**src/sv/bprs_pkg.sv**
```systemverilog
// Package for the byte pattern range scanner: item types, register indexes,
// result kinds and the command and status groups between controller and datapath.
// No dependencies.
package bprs_pkg;

   // Width of the length registers.
   localparam int LEN_W = 5;
   localparam int CSR_IDX_W = 3;

   // Configuration register indexes.
   localparam logic [CSR_IDX_W-1:0] CSR_NEEDLE_LOW  = 3'd0;
   localparam logic [CSR_IDX_W-1:0] CSR_NEEDLE_HIGH = 3'd1;
   localparam logic [CSR_IDX_W-1:0] CSR_PREFIX_LEN  = 3'd2;
   localparam logic [CSR_IDX_W-1:0] CSR_NEEDLE_LEN  = 3'd3;
   localparam logic [CSR_IDX_W-1:0] CSR_BYTE_BUDGET = 3'd4;
   localparam logic [CSR_IDX_W-1:0] CSR_HIT_LIMIT   = 3'd5;

   // Result kinds.
   localparam logic KIND_HIT     = 1'b0;
   localparam logic KIND_SUMMARY = 1'b1;

   typedef struct packed {
      logic [7:0]  data_byte;
      logic [63:0] address;
      logic        start_scan;
      logic        first_of_range;
      logic        last_of_range;
      logic        last_of_scan;
      logic        readable;
   } req_item_type;

   typedef struct packed {
      logic        result_kind;
      logic [63:0] hit_address;
      logic        hit_full;
      logic [63:0] read_total;
      logic [63:0] unread_total;
      logic [31:0] range_total;
      logic [31:0] bad_range_total;
      logic        budget_stop;
      logic        cap_stop;
      logic        last_result;
   } rsp_item_type;

   // Commands from the controller to the datapath.
   typedef struct packed {
      logic accept;
      logic eval;
      logic end_item;
      logic push_summary;
      logic flush;
   } cmd_type;

   // Status from the datapath to the controller.
   typedef struct packed {
      logic eval_go;
      logic out_free;
      logic last_scan;
   } status_type;

endpackage

```
**src/sv/bprs_ctrl.sv**
```systemverilog
// Controller state machine of the byte pattern range scanner.
// Depends on bprs_pkg for the command and status groups.
module bprs_ctrl
   import bprs_pkg::*;
(
   input  logic       clock,
   input  logic       reset,
   input  logic       req_valid,
   output logic       req_ready,
   input  status_type status,
   output cmd_type    cmd
);

   typedef enum logic [3:0] {
      ST_IDLE  = 4'b0001,
      ST_EVAL  = 4'b0010,
      ST_SUMM  = 4'b0100,
      ST_FLUSH = 4'b1000
   } state_type;

   state_type state_ff, state_in;

   // Next state and commands.
   always_comb begin
      state_in  = state_ff;
      cmd       = '0;
      req_ready = 1'b0;
      case (state_ff)
         ST_IDLE: begin
            req_ready = 1'b1;
            if (req_valid) begin
               cmd.accept = 1'b1;
               state_in   = ST_EVAL;
            end
         end
         ST_EVAL: begin
            if (status.eval_go) begin
               if (status.out_free) begin
                  cmd.eval = 1'b1;
               end
            end else begin
               cmd.end_item = 1'b1;
               state_in     = status.last_scan ? ST_SUMM : ST_FLUSH;
            end
         end
         ST_SUMM: begin
            if (status.out_free) begin
               cmd.push_summary = 1'b1;
               state_in         = ST_FLUSH;
            end
         end
         ST_FLUSH: begin
            if (status.out_free) begin
               cmd.flush = 1'b1;
               state_in  = ST_IDLE;
            end
         end
         default: begin
            state_in = ST_IDLE;
         end
      endcase
   end

   always_ff @(posedge clock) begin
      if (reset) begin
         state_ff <= ST_IDLE;
      end else begin
         state_ff <= state_in;
      end
   end

endmodule

```
**src/sv/bprs_datapath.sv**
```systemverilog
// Datapath of the byte pattern range scanner: registers, window, counters,
// match logic, a staging register and the output register.
// Depends on bprs_pkg.
module bprs_datapath
   import bprs_pkg::*;
#(
   parameter int NEEDLE_MAX = 16
) (
   input  logic                 clock,
   input  logic                 reset,
   input  logic                 csr_write_en,
   input  logic [CSR_IDX_W-1:0] csr_index,
   input  logic [63:0]          csr_write_data,
   input  req_item_type         req_data,
   input  cmd_type              cmd,
   output status_type           status,
   output logic                 rsp_valid,
   input  logic                 rsp_ready,
   output rsp_item_type         rsp_data
);

   localparam int CNT_W = $clog2(NEEDLE_MAX + 1);
   localparam int IDX_W = (NEEDLE_MAX > 1) ? $clog2(NEEDLE_MAX) : 1;
   localparam int CMP_W = (CNT_W > LEN_W) ? CNT_W : LEN_W;

   // Configuration registers.
   logic [63:0]      needle_lo_ff, needle_hi_ff, budget_ff;
   logic [LEN_W-1:0] prefix_ff, nlen_ff;
   logic [15:0]      limit_ff;

   always_ff @(posedge clock) begin
      if (reset) begin
         needle_lo_ff <= '0;
         needle_hi_ff <= '0;
         prefix_ff    <= LEN_W'(1);
         nlen_ff      <= LEN_W'(1);
         budget_ff    <= '0;
         limit_ff     <= 16'd1;
      end else if (csr_write_en) begin
         case (csr_index)
            CSR_NEEDLE_LOW:  needle_lo_ff <= csr_write_data;
            CSR_NEEDLE_HIGH: needle_hi_ff <= csr_write_data;
            CSR_PREFIX_LEN:  prefix_ff    <= csr_write_data[LEN_W-1:0];
            CSR_NEEDLE_LEN:  nlen_ff      <= csr_write_data[LEN_W-1:0];
            CSR_BYTE_BUDGET: budget_ff    <= csr_write_data;
            CSR_HIT_LIMIT:   limit_ff     <= csr_write_data[15:0];
            default: begin
            end
         endcase
      end
   end

   // Needle byte for each window slot; slots past the sixteenth compare with zero.
   logic [7:0] needle_byte [NEEDLE_MAX];
   for (genvar g = 0; g < NEEDLE_MAX; g++) begin : g_needle
      if (g < 8) begin : g_low
         assign needle_byte[g] = needle_lo_ff[8*g +: 8];
      end else if (g < 16) begin : g_high
         assign needle_byte[g] = needle_hi_ff[8*(g-8) +: 8];
      end else begin : g_zero
         assign needle_byte[g] = 8'd0;
      end
   end

   // Scan state.
   logic [7:0]       win_ff [NEEDLE_MAX];
   logic [7:0]       win_in [NEEDLE_MAX];
   logic [CNT_W-1:0] count_ff, count_in;
   logic [63:0]      base_ff, base_in, len_ff, len_in;
   logic [63:0]      scanned_ff, scanned_in, unread_ff, unread_in;
   logic [31:0]      rsc_ff, rsc_in, rus_ff, rus_in;
   logic [15:0]      hits_ff, hits_in;
   logic [1:0]       rflags_ff, rflags_in, stop_ff, stop_in;
   logic             drain_all_ff, drain_all_in, range_end_ff, range_end_in;
   logic             last_scan_ff, last_scan_in;

   logic [CMP_W-1:0] cnt_ext, p_ext, n_ext;
   logic             valid_cfg, hit_ok, full_ok;
   logic [15:0]      hits_inc;

   assign cnt_ext   = CMP_W'(count_ff);
   assign p_ext     = CMP_W'(prefix_ff);
   assign n_ext     = CMP_W'(nlen_ff);
   assign valid_cfg = (prefix_ff != '0) && (prefix_ff <= nlen_ff) &&
                      (n_ext <= CMP_W'(NEEDLE_MAX)) && (limit_ff != '0);
   assign hits_inc  = hits_ff + 16'd1;

   // Prefix and full matches of the oldest pending start.
   always_comb begin
      hit_ok  = (cnt_ext >= p_ext);
      full_ok = (cnt_ext >= n_ext);
      for (int i = 0; i < NEEDLE_MAX; i++) begin
         if ((CMP_W'(i) < p_ext) && (win_ff[i] != needle_byte[i])) hit_ok = 1'b0;
         if ((CMP_W'(i) < n_ext) && (win_ff[i] != needle_byte[i])) full_ok = 1'b0;
      end
   end

   // An invalid configuration holds the window, so nothing is evaluated then.
   assign status.eval_go   = valid_cfg && (stop_ff == 2'b00) && (count_ff != '0) &&
                             (drain_all_ff || (cnt_ext >= n_ext));
   assign status.last_scan = last_scan_ff;

   // Next values of the scan state.
   always_comb begin
      win_in       = win_ff;
      count_in     = count_ff;
      base_in      = base_ff;
      len_in       = len_ff;
      scanned_in   = scanned_ff;
      unread_in    = unread_ff;
      rsc_in       = rsc_ff;
      rus_in       = rus_ff;
      hits_in      = hits_ff;
      rflags_in    = rflags_ff;
      stop_in      = stop_ff;
      drain_all_in = drain_all_ff;
      range_end_in = range_end_ff;
      last_scan_in = last_scan_ff;

      if (cmd.accept) begin
         // A new scan clears the counters and stop flags.
         if (req_data.start_scan) begin
            scanned_in = '0;
            unread_in  = '0;
            rsc_in     = '0;
            rus_in     = '0;
            hits_in    = '0;
            stop_in    = '0;
         end
         if (req_data.start_scan || req_data.first_of_range) begin
            count_in  = '0;
            base_in   = '0;
            len_in    = '0;
            rflags_in = '0;
         end
         // Byte budget is checked before the byte is taken.
         if (valid_cfg && (stop_in == 2'b00) && (budget_ff != '0) &&
             (scanned_in >= budget_ff)) begin
            stop_in[0] = 1'b1;
            count_in   = '0;
         end
         drain_all_in = 1'b0;
         if (valid_cfg && (stop_in == 2'b00)) begin
            if (len_in != '1) len_in = len_in + 64'd1;
            if ((len_in >= 64'(prefix_ff)) && !rflags_in[0]) begin
               rflags_in[0] = 1'b1;
               if (rsc_in != '1) rsc_in = rsc_in + 32'd1;
            end
            if (req_data.readable) begin
               scanned_in = scanned_in + 64'd1;
               if (count_in < CNT_W'(NEEDLE_MAX)) begin
                  if (count_in == '0) base_in = req_data.address;
                  win_in[count_in[IDX_W-1:0]] = req_data.data_byte;
                  count_in = count_in + CNT_W'(1);
               end
            end else begin
               unread_in = unread_in + 64'd1;
               if (!rflags_in[1]) begin
                  rflags_in[1] = 1'b1;
                  if (rus_in != '1) rus_in = rus_in + 32'd1;
               end
            end
            drain_all_in = !req_data.readable || req_data.last_of_range ||
                           req_data.last_of_scan;
         end
         range_end_in = req_data.last_of_range || req_data.last_of_scan;
         last_scan_in = req_data.last_of_scan;
      end

      // Retire the oldest start; the hit cap empties the window instead.
      if (cmd.eval) begin
         if (hit_ok) hits_in = hits_inc;
         if (hit_ok && (hits_inc >= limit_ff)) begin
            stop_in[1] = 1'b1;
            count_in   = '0;
         end else begin
            for (int i = 0; i < NEEDLE_MAX - 1; i++) begin
               win_in[i] = win_ff[i+1];
            end
            win_in[NEEDLE_MAX-1] = 8'd0;
            count_in = count_ff - CNT_W'(1);
            base_in  = base_ff + 64'd1;
         end
      end

      // Close the item: drained window empties, a range end resets the range.
      if (cmd.end_item) begin
         if (drain_all_ff || range_end_ff || (stop_ff != 2'b00)) count_in = '0;
         if (range_end_ff) begin
            base_in   = '0;
            len_in    = '0;
            rflags_in = '0;
         end
      end
   end

   always_ff @(posedge clock) begin
      win_ff <= win_in;
      if (reset) begin
         count_ff     <= '0;
         base_ff      <= '0;
         len_ff       <= '0;
         scanned_ff   <= '0;
         unread_ff    <= '0;
         rsc_ff       <= '0;
         rus_ff       <= '0;
         hits_ff      <= '0;
         rflags_ff    <= '0;
         stop_ff      <= '0;
         drain_all_ff <= 1'b0;
         range_end_ff <= 1'b0;
         last_scan_ff <= 1'b0;
      end else begin
         count_ff     <= count_in;
         base_ff      <= base_in;
         len_ff       <= len_in;
         scanned_ff   <= scanned_in;
         unread_ff    <= unread_in;
         rsc_ff       <= rsc_in;
         rus_ff       <= rus_in;
         hits_ff      <= hits_in;
         rflags_ff    <= rflags_in;
         stop_ff      <= stop_in;
         drain_all_ff <= drain_all_in;
         range_end_ff <= range_end_in;
         last_scan_ff <= last_scan_in;
      end
   end

   // Result items: a staging register holds the newest item until it is known
   // whether another follows, so that the last one of each input can be marked.
   rsp_item_type hit_res, summ_res, new_res, stg_ff, stg_in, out_ff, out_in;
   logic         stg_valid_ff, stg_valid_in, out_valid_ff, out_valid_in, push;

   always_comb begin
      hit_res             = '0;
      hit_res.result_kind = KIND_HIT;
      hit_res.hit_address = base_ff;
      hit_res.hit_full    = full_ok;

      summ_res                 = '0;
      summ_res.result_kind     = KIND_SUMMARY;
      summ_res.read_total      = scanned_ff;
      summ_res.unread_total    = unread_ff;
      summ_res.range_total     = rsc_ff;
      summ_res.bad_range_total = rus_ff;
      summ_res.budget_stop     = stop_ff[0];
      summ_res.cap_stop        = stop_ff[1];
   end

   assign push    = (cmd.eval && hit_ok) || cmd.push_summary;
   assign new_res = cmd.push_summary ? summ_res : hit_res;

   always_comb begin
      out_in       = out_ff;
      out_valid_in = out_valid_ff && !rsp_ready;
      stg_in       = stg_ff;
      stg_valid_in = stg_valid_ff;
      if (push) begin
         if (stg_valid_ff) begin
            out_in       = stg_ff;
            out_valid_in = 1'b1;
         end
         stg_in       = new_res;
         stg_valid_in = 1'b1;
      end
      if (cmd.flush && stg_valid_ff) begin
         out_in             = stg_ff;
         out_in.last_result = 1'b1;
         out_valid_in       = 1'b1;
         stg_valid_in       = 1'b0;
      end
   end

   always_ff @(posedge clock) begin
      out_ff <= out_in;
      stg_ff <= stg_in;
      if (reset) begin
         out_valid_ff <= 1'b0;
         stg_valid_ff <= 1'b0;
      end else begin
         out_valid_ff <= out_valid_in;
         stg_valid_ff <= stg_valid_in;
      end
   end

   assign status.out_free = !out_valid_ff || rsp_ready;
   assign rsp_valid       = out_valid_ff;
   assign rsp_data        = out_ff;

endmodule

```
**src/sv/byte_pattern_range_scanner_top.sv**
```systemverilog
// Top level of the byte pattern range scanner.
// Depends on bprs_pkg, bprs_ctrl and bprs_datapath.
//
// Memory bytes arrive on the req_ channel, one item per byte, with address and
// range and scan marks. Every start address whose first prefix_length bytes
// equal the needle yields a hit item on the rsp_ channel, in ascending order;
// the last byte of a scan also yields a summary item of the counters. The last
// item caused by an input carries last_result.
// Registers are written on the csr_ port whenever csr_write_en is high; the user
// must write them only while the block is idle, which the block does not enforce.
// One input item is handled at a time. Each item passes through acceptance, the
// evaluation of pending starts (at most one for an ordinary byte, up to NEEDLE_MAX
// at a range end and up to NEEDLE_MAX-1 at an unreadable byte), a summary step at
// the end of a scan and a flush step. Evaluation of the window handles one start
// per cycle while the output register is free. The first result moves from the
// staging register to the output register when another follows it, or at flush.
// When the receiver stalls, results wait in the output and staging registers
// and evaluation pauses. Synchronous reset returns registers to their reset
// values, empties the window and clears all counters.
module byte_pattern_range_scanner_top
   import bprs_pkg::*;
#(
   parameter int NEEDLE_MAX = 16
) (
   input  logic                 clock,
   input  logic                 reset,
   input  logic                 csr_write_en,
   input  logic [CSR_IDX_W-1:0] csr_index,
   input  logic [63:0]          csr_write_data,
   input  logic                 req_valid,
   output logic                 req_ready,
   input  req_item_type         req_data,
   output logic                 rsp_valid,
   input  logic                 rsp_ready,
   output rsp_item_type         rsp_data
);

   cmd_type    cmd;
   status_type status;

   // Sequencing of each item.
   bprs_ctrl u_ctrl (
      .clock     (clock),
      .reset     (reset),
      .req_valid (req_valid),
      .req_ready (req_ready),
      .status    (status),
      .cmd       (cmd)
   );

   // Window, counters and result registers.
   bprs_datapath #(
      .NEEDLE_MAX (NEEDLE_MAX)
   ) u_datapath (
      .clock          (clock),
      .reset          (reset),
      .csr_write_en   (csr_write_en),
      .csr_index      (csr_index),
      .csr_write_data (csr_write_data),
      .req_data       (req_data),
      .cmd            (cmd),
      .status         (status),
      .rsp_valid      (rsp_valid),
      .rsp_ready      (rsp_ready),
      .rsp_data       (rsp_data)
   );

endmodule

```
**config.mk**
```make
export PLATFORM = sky130hd
export DESIGN_NAME = byte_pattern_range_scanner_top
export DESIGN_NICKNAME = d
export VERILOG_FILES = /design/src/sv/bprs_pkg.sv /design/src/sv/bprs_ctrl.sv /design/src/sv/bprs_datapath.sv /design/src/sv/byte_pattern_range_scanner_top.sv
export SDC_FILE = /design/constraint.sdc
export NUM_CORES = 2
export LEC_CHECK = 0
export BUFFER_PORTS_ARGS = -buffer_cell sky130_fd_sc_hd__buf_2
export CORE_MARGIN = 2
export CORE_UTILIZATION = 40
export CTS_CLUSTER_SIZE = 8
export DETAILED_ROUTE_END_ITERATION = 10
export GPL_TIMING_DRIVEN = 1
export PLACE_DENSITY_LB_ADDON = 0.2
export REMOVE_ABC_BUFFERS = 1
export SLEW_MARGIN = 20
export SYNTH_ARGS = -nofsm -noshare
export SYNTH_HDL_FRONTEND = slang
export SYNTH_SLANG_ARGS = --single-unit
export TNS_END_PERCENT = 5
```
**constraint.sdc**
```tcl
create_clock -name clock -period 20.5 [get_ports clock]
set_input_delay 2.05 -clock clock [delete_from_list [all_inputs] [get_ports clock]]
set_output_delay 2.05 -clock clock [all_outputs]
set_load 0.01 [all_outputs]
```
==> out/metrics.cfg <==
[job]
cap_violations = 0

[floorplanning]
core_area_mm2 = 0.142
start_util_pct = 40.4
die_x_um = 383
die-area_mm2 = 0.146
row_count = 138
ios = 412
die_h_um = 383

[setup_path]
cp-end-kind = flop
crit_required_ns = 21.17
r2r_setup_slack_ns = 13.24
worstPathMaxFanout = 48
r2r_end = u_datapath.rsp_data[208]
cp.arrival_ns = 8.97
r2r_start = u_datapath.n_ext[1]
r2r_cells = 16
start_kind = input pin
criticalPathCategory = input pin to flop

[detailed_routing]
vias = 45600
drtIter0Drc = 4198
drc = 0
routedWlPerCell_um = 21.2
ant_nets = 0
vias_per_cell = 5.44
dr.pass1.iters = 6
drt_wl_total_um = 178000

[timing]
rsz0062_at_grt = no
finalSetupTns_ns = 0
post-route-min-period_ns = 8.30
tightest_slew_ns = 1.14
hold_violations = 0
finalMaxSlewViolations = 0
skew_ns = 0.0341
fmaxAchievable_ghz = 0.121
fin_crit_sh_pct = 40.5
final-setup-viol-count = 0
relSlewSlack_pct = 23.1

[yosys]
ys_seq_elements = 1221
synth_ff_type = dfxtp_1
synthArstFlopShare_pct = 0
yosysWarnings = 0
synth_cell_types = 85
synth_edf_count = 520
ys_seq_area_share_pct = 51.7
avgSynthCellArea_um2 = 9.43
postSynthCellCount = 6076
synth_area_mm2 = 0.0573

[clocking]
clk_pin_slew_ns = 0.05
h-tree-depth = 4
cts_buffer_depth = 3
ctsHoldBuffers = 0
post-cts-setup-buffer-count = 0
cts-root-buf = clkbuf_16
numCtsBuffers = 172
clkLatencyLatePin_ns = 0.80
ctsResizeCount = 0
clock-sinks = 1221
cts_tree = built

[global_routing]
track_usage_pct = 23.7
antenna_found_initial = 5
gr-total-overflow = 0
grt_pass1_wl_um = 269000
grt_max_degree = 124
grt_pass1_vias = 43600

[placement]
portBuffers = 411
gp_congestion = 0.911
place_area_mm2 = 0.0610
dp_hpwl_um = 122000

[pwr]
power_density_mw_per_mm2 = 84.6
p_leak_uw = 0.0260
peakVddDrop_mv = 0.0626

[layout]
syn_to_final_growth_pct = 15.2
final_nets = 6635
fillers = 13700
final_area_mm2 = 0.0661
drive_gt1_share_pct = 11.6

[worst_hold_path]
hold_start = u_datapath.needle_hi_ff[4]
whs_endpoint = u_datapath.needle_hi_ff[4]
hold-path-cell-count = 2
hold_class = flop to flop

[outcome]
outcome = completed

-- how the worst max path moves through the flow --
stage	from	end	slack (ns)	cells after the start
2_1_floorplan	u_datapath.hits_ff[0]	u_datapath.base_ff[10]	-38.02	16
3_3_place_gp	req_data[4]	u_datapath.rsc_ff[3]	11.67	21
3_5_place_dp	req_data[4]	u_datapath.rsc_ff[3]	11.58	21
4_1_cts	req_data[4]	u_datapath.rsc_ff[3]	12.42	21
5_1_grt	req_data[4]	u_datapath.rsc_ff[3]	12.05	21
6_report	req_data[4]	u_datapath.rsc_ff[3]	12.20	21
-- area by class of cell --
class	count	area (um2)	share of cell area (%)
flip-flops and latches	1221	29600	44.9
multi-input cells	4379	26000	39.4
clock buffers	271	4840	7.33
repair buffers	477	2560	3.88
well taps	1890	2360	3.58
inverters	124	473	0.716
clock inverters	10	164	0.248
diodes	2	5.00	0.00758
-- cells in the final DEF, fill, tap and decap left out, drive strengths merged, types with 10 or more instances in the layout --
master / count
or3: 35
o211ai: 15
a21oi: 409
a211oi: 23
or4: 18
a32oi: 18
nor2: 379
a31o: 10
xnor2: 142
nor3b: 21
o21ai: 252
nand4: 119
and3: 116
nand2b: 25
dfxtp: 701
a21o: 49
a222oi: 24
edfxtp: 520
a22oi: 28
inv: 129
a221oi: 17
nor3: 86
mux2i: 147
and2: 231
clkbuf: 271
buf: 477
ha: 111
nand3b: 19
mux2: 18
nand3: 175
or2: 19
and4: 27
nor4: 99
a31oi: 24
nor2b: 410
o31ai: 13
xor2: 194
nand2: 996
-- flip-flops by register name, indices dropped and copies added, names as in the netlist, 32 cells and up --
signal                   flops
u_datapath.scanned_ff       64
u_datapath.unread_ff        64
u_datapath.rsp_data        261
u_datapath.rus_ff           32
u_datapath.budget_ff        64
u_datapath.needle_lo_ff     64
u_datapath.win_ff          128
u_datapath.len_ff           64
u_datapath.needle_hi_ff     64
u_datapath.stg_ff          260
u_datapath.rsc_ff           32
u_datapath.base_ff          64
-- power by group --
part | switching [uW] | internal, uW
registers | 30.8 | 2550
logic | 250 | 94.9
clock network | 1060 | 1600
total | 1340 | 4250
-- cells by family (layout without fill, tap and decap cells) --
family          after synthesis  after routing  share of synthesized area (%)
simple gates               2813           2813                           24.7
flops                      1221           1221                           51.7
compound gates              953            953                           9.93
buf+inv                     476            882                           3.15
xor+xnor                    336            336                           5.13
mux                         165            165                           2.92
fa+ha+maj                   112            112                           2.44
other cells                   0              2                              0
-- routing by layer --
| metal | track usage [%] | part of all wire (%) | vias up |
|---|---|---|---|
| met3 | 4.12 | 6.3 | 288 |
| met2 | 37.3 | 45 | 1441 |
| met1 | 33.1 | 46 | 22000 |
| met5 | 0 | 0.015 | - |
| li1 | - | - | 21800 |
| met4 | 7.33 | 2.6 | 4 |
-- cell usage after synthesis (7+ instances only) --
cell / number / area (um2)
clkbuf_1: 323 / 1210
nor4b_1: 7 / 61.3
mux2i_1: 147 / 1470
a31oi_1: 24 / 150
nor4_1: 94 / 588
o31ai_1: 13 / 97.6
or2_2: 17 / 106
edfxtp_1: 520 / 15600
a221oi_1: 17 / 149
dfxtp_1: 701 / 14000
or4_1: 12 / 90.1
nor3b_1: 21 / 158
and2_1: 231 / 1450
nor2b_1: 410 / 2560
xor2_1: 194 / 1700
ha_1: 111 / 1390
and4b_1: 8 / 80.1
a222oi_1: 24 / 240
nor2_1: 378 / 1420
nand4_1: 119 / 744
mux2_2: 13 / 146
inv_1: 124 / 465
and3_1: 116 / 726
and4_1: 27 / 236
buf_1: 21 / 78.8
xnor2_1: 142 / 1240
a21o_1: 49 / 368
nand3b_1: 19 / 143
a311oi_1: 8 / 70.1
nand2_1: 996 / 3740
a32oi_1: 18 / 158
a31o_2: 8 / 70.1
o211ai_1: 14 / 105
a22oi_1: 28 / 210
or3_1: 35 / 219
nand2b_1: 25 / 156
o21ai_0: 251 / 1260
nand3_1: 175 / 876
a21oi_1: 407 / 2040
a211oi_1: 23 / 173
nor3_1: 85 / 425
-- critical path, stage by stage --
cell     delay, ns
buf_4         0.28
nor2_4        0.27
and2_1        0.19
ha_1          0.21
nand3_1       0.22
or4_1         0.56
nor4_2        0.61
nand3_1       0.55
mux2_2        0.45
ha_1          0.28
a21o_1        0.16
a21o_1        0.17
a21o_1        0.17
a211o_1       0.31
nor4_1        0.38
nand4_1       0.14
or4_4         0.57
nor4_4        0.40
and2_1        0.40
or3_1         0.18
mux2_1        0.31
-- through the flow --
step,cells,setup WS [ns],total power [uW],hold WS (ns),util (%)
after floorplan,5724,-38.02,2790,0.434,-
after global placement,8091,11.67,2970,0.454,43.0
after detailed placement,8091,11.58,2970,0.459,43.0
after CTS,8372,12.42,5650,0.466,46.5
after global routing,8372,12.05,5770,0.479,46.5
final,8374,12.20,5590,0.464,46.5
No activity file was read; power rests on OpenSTA's default activity.
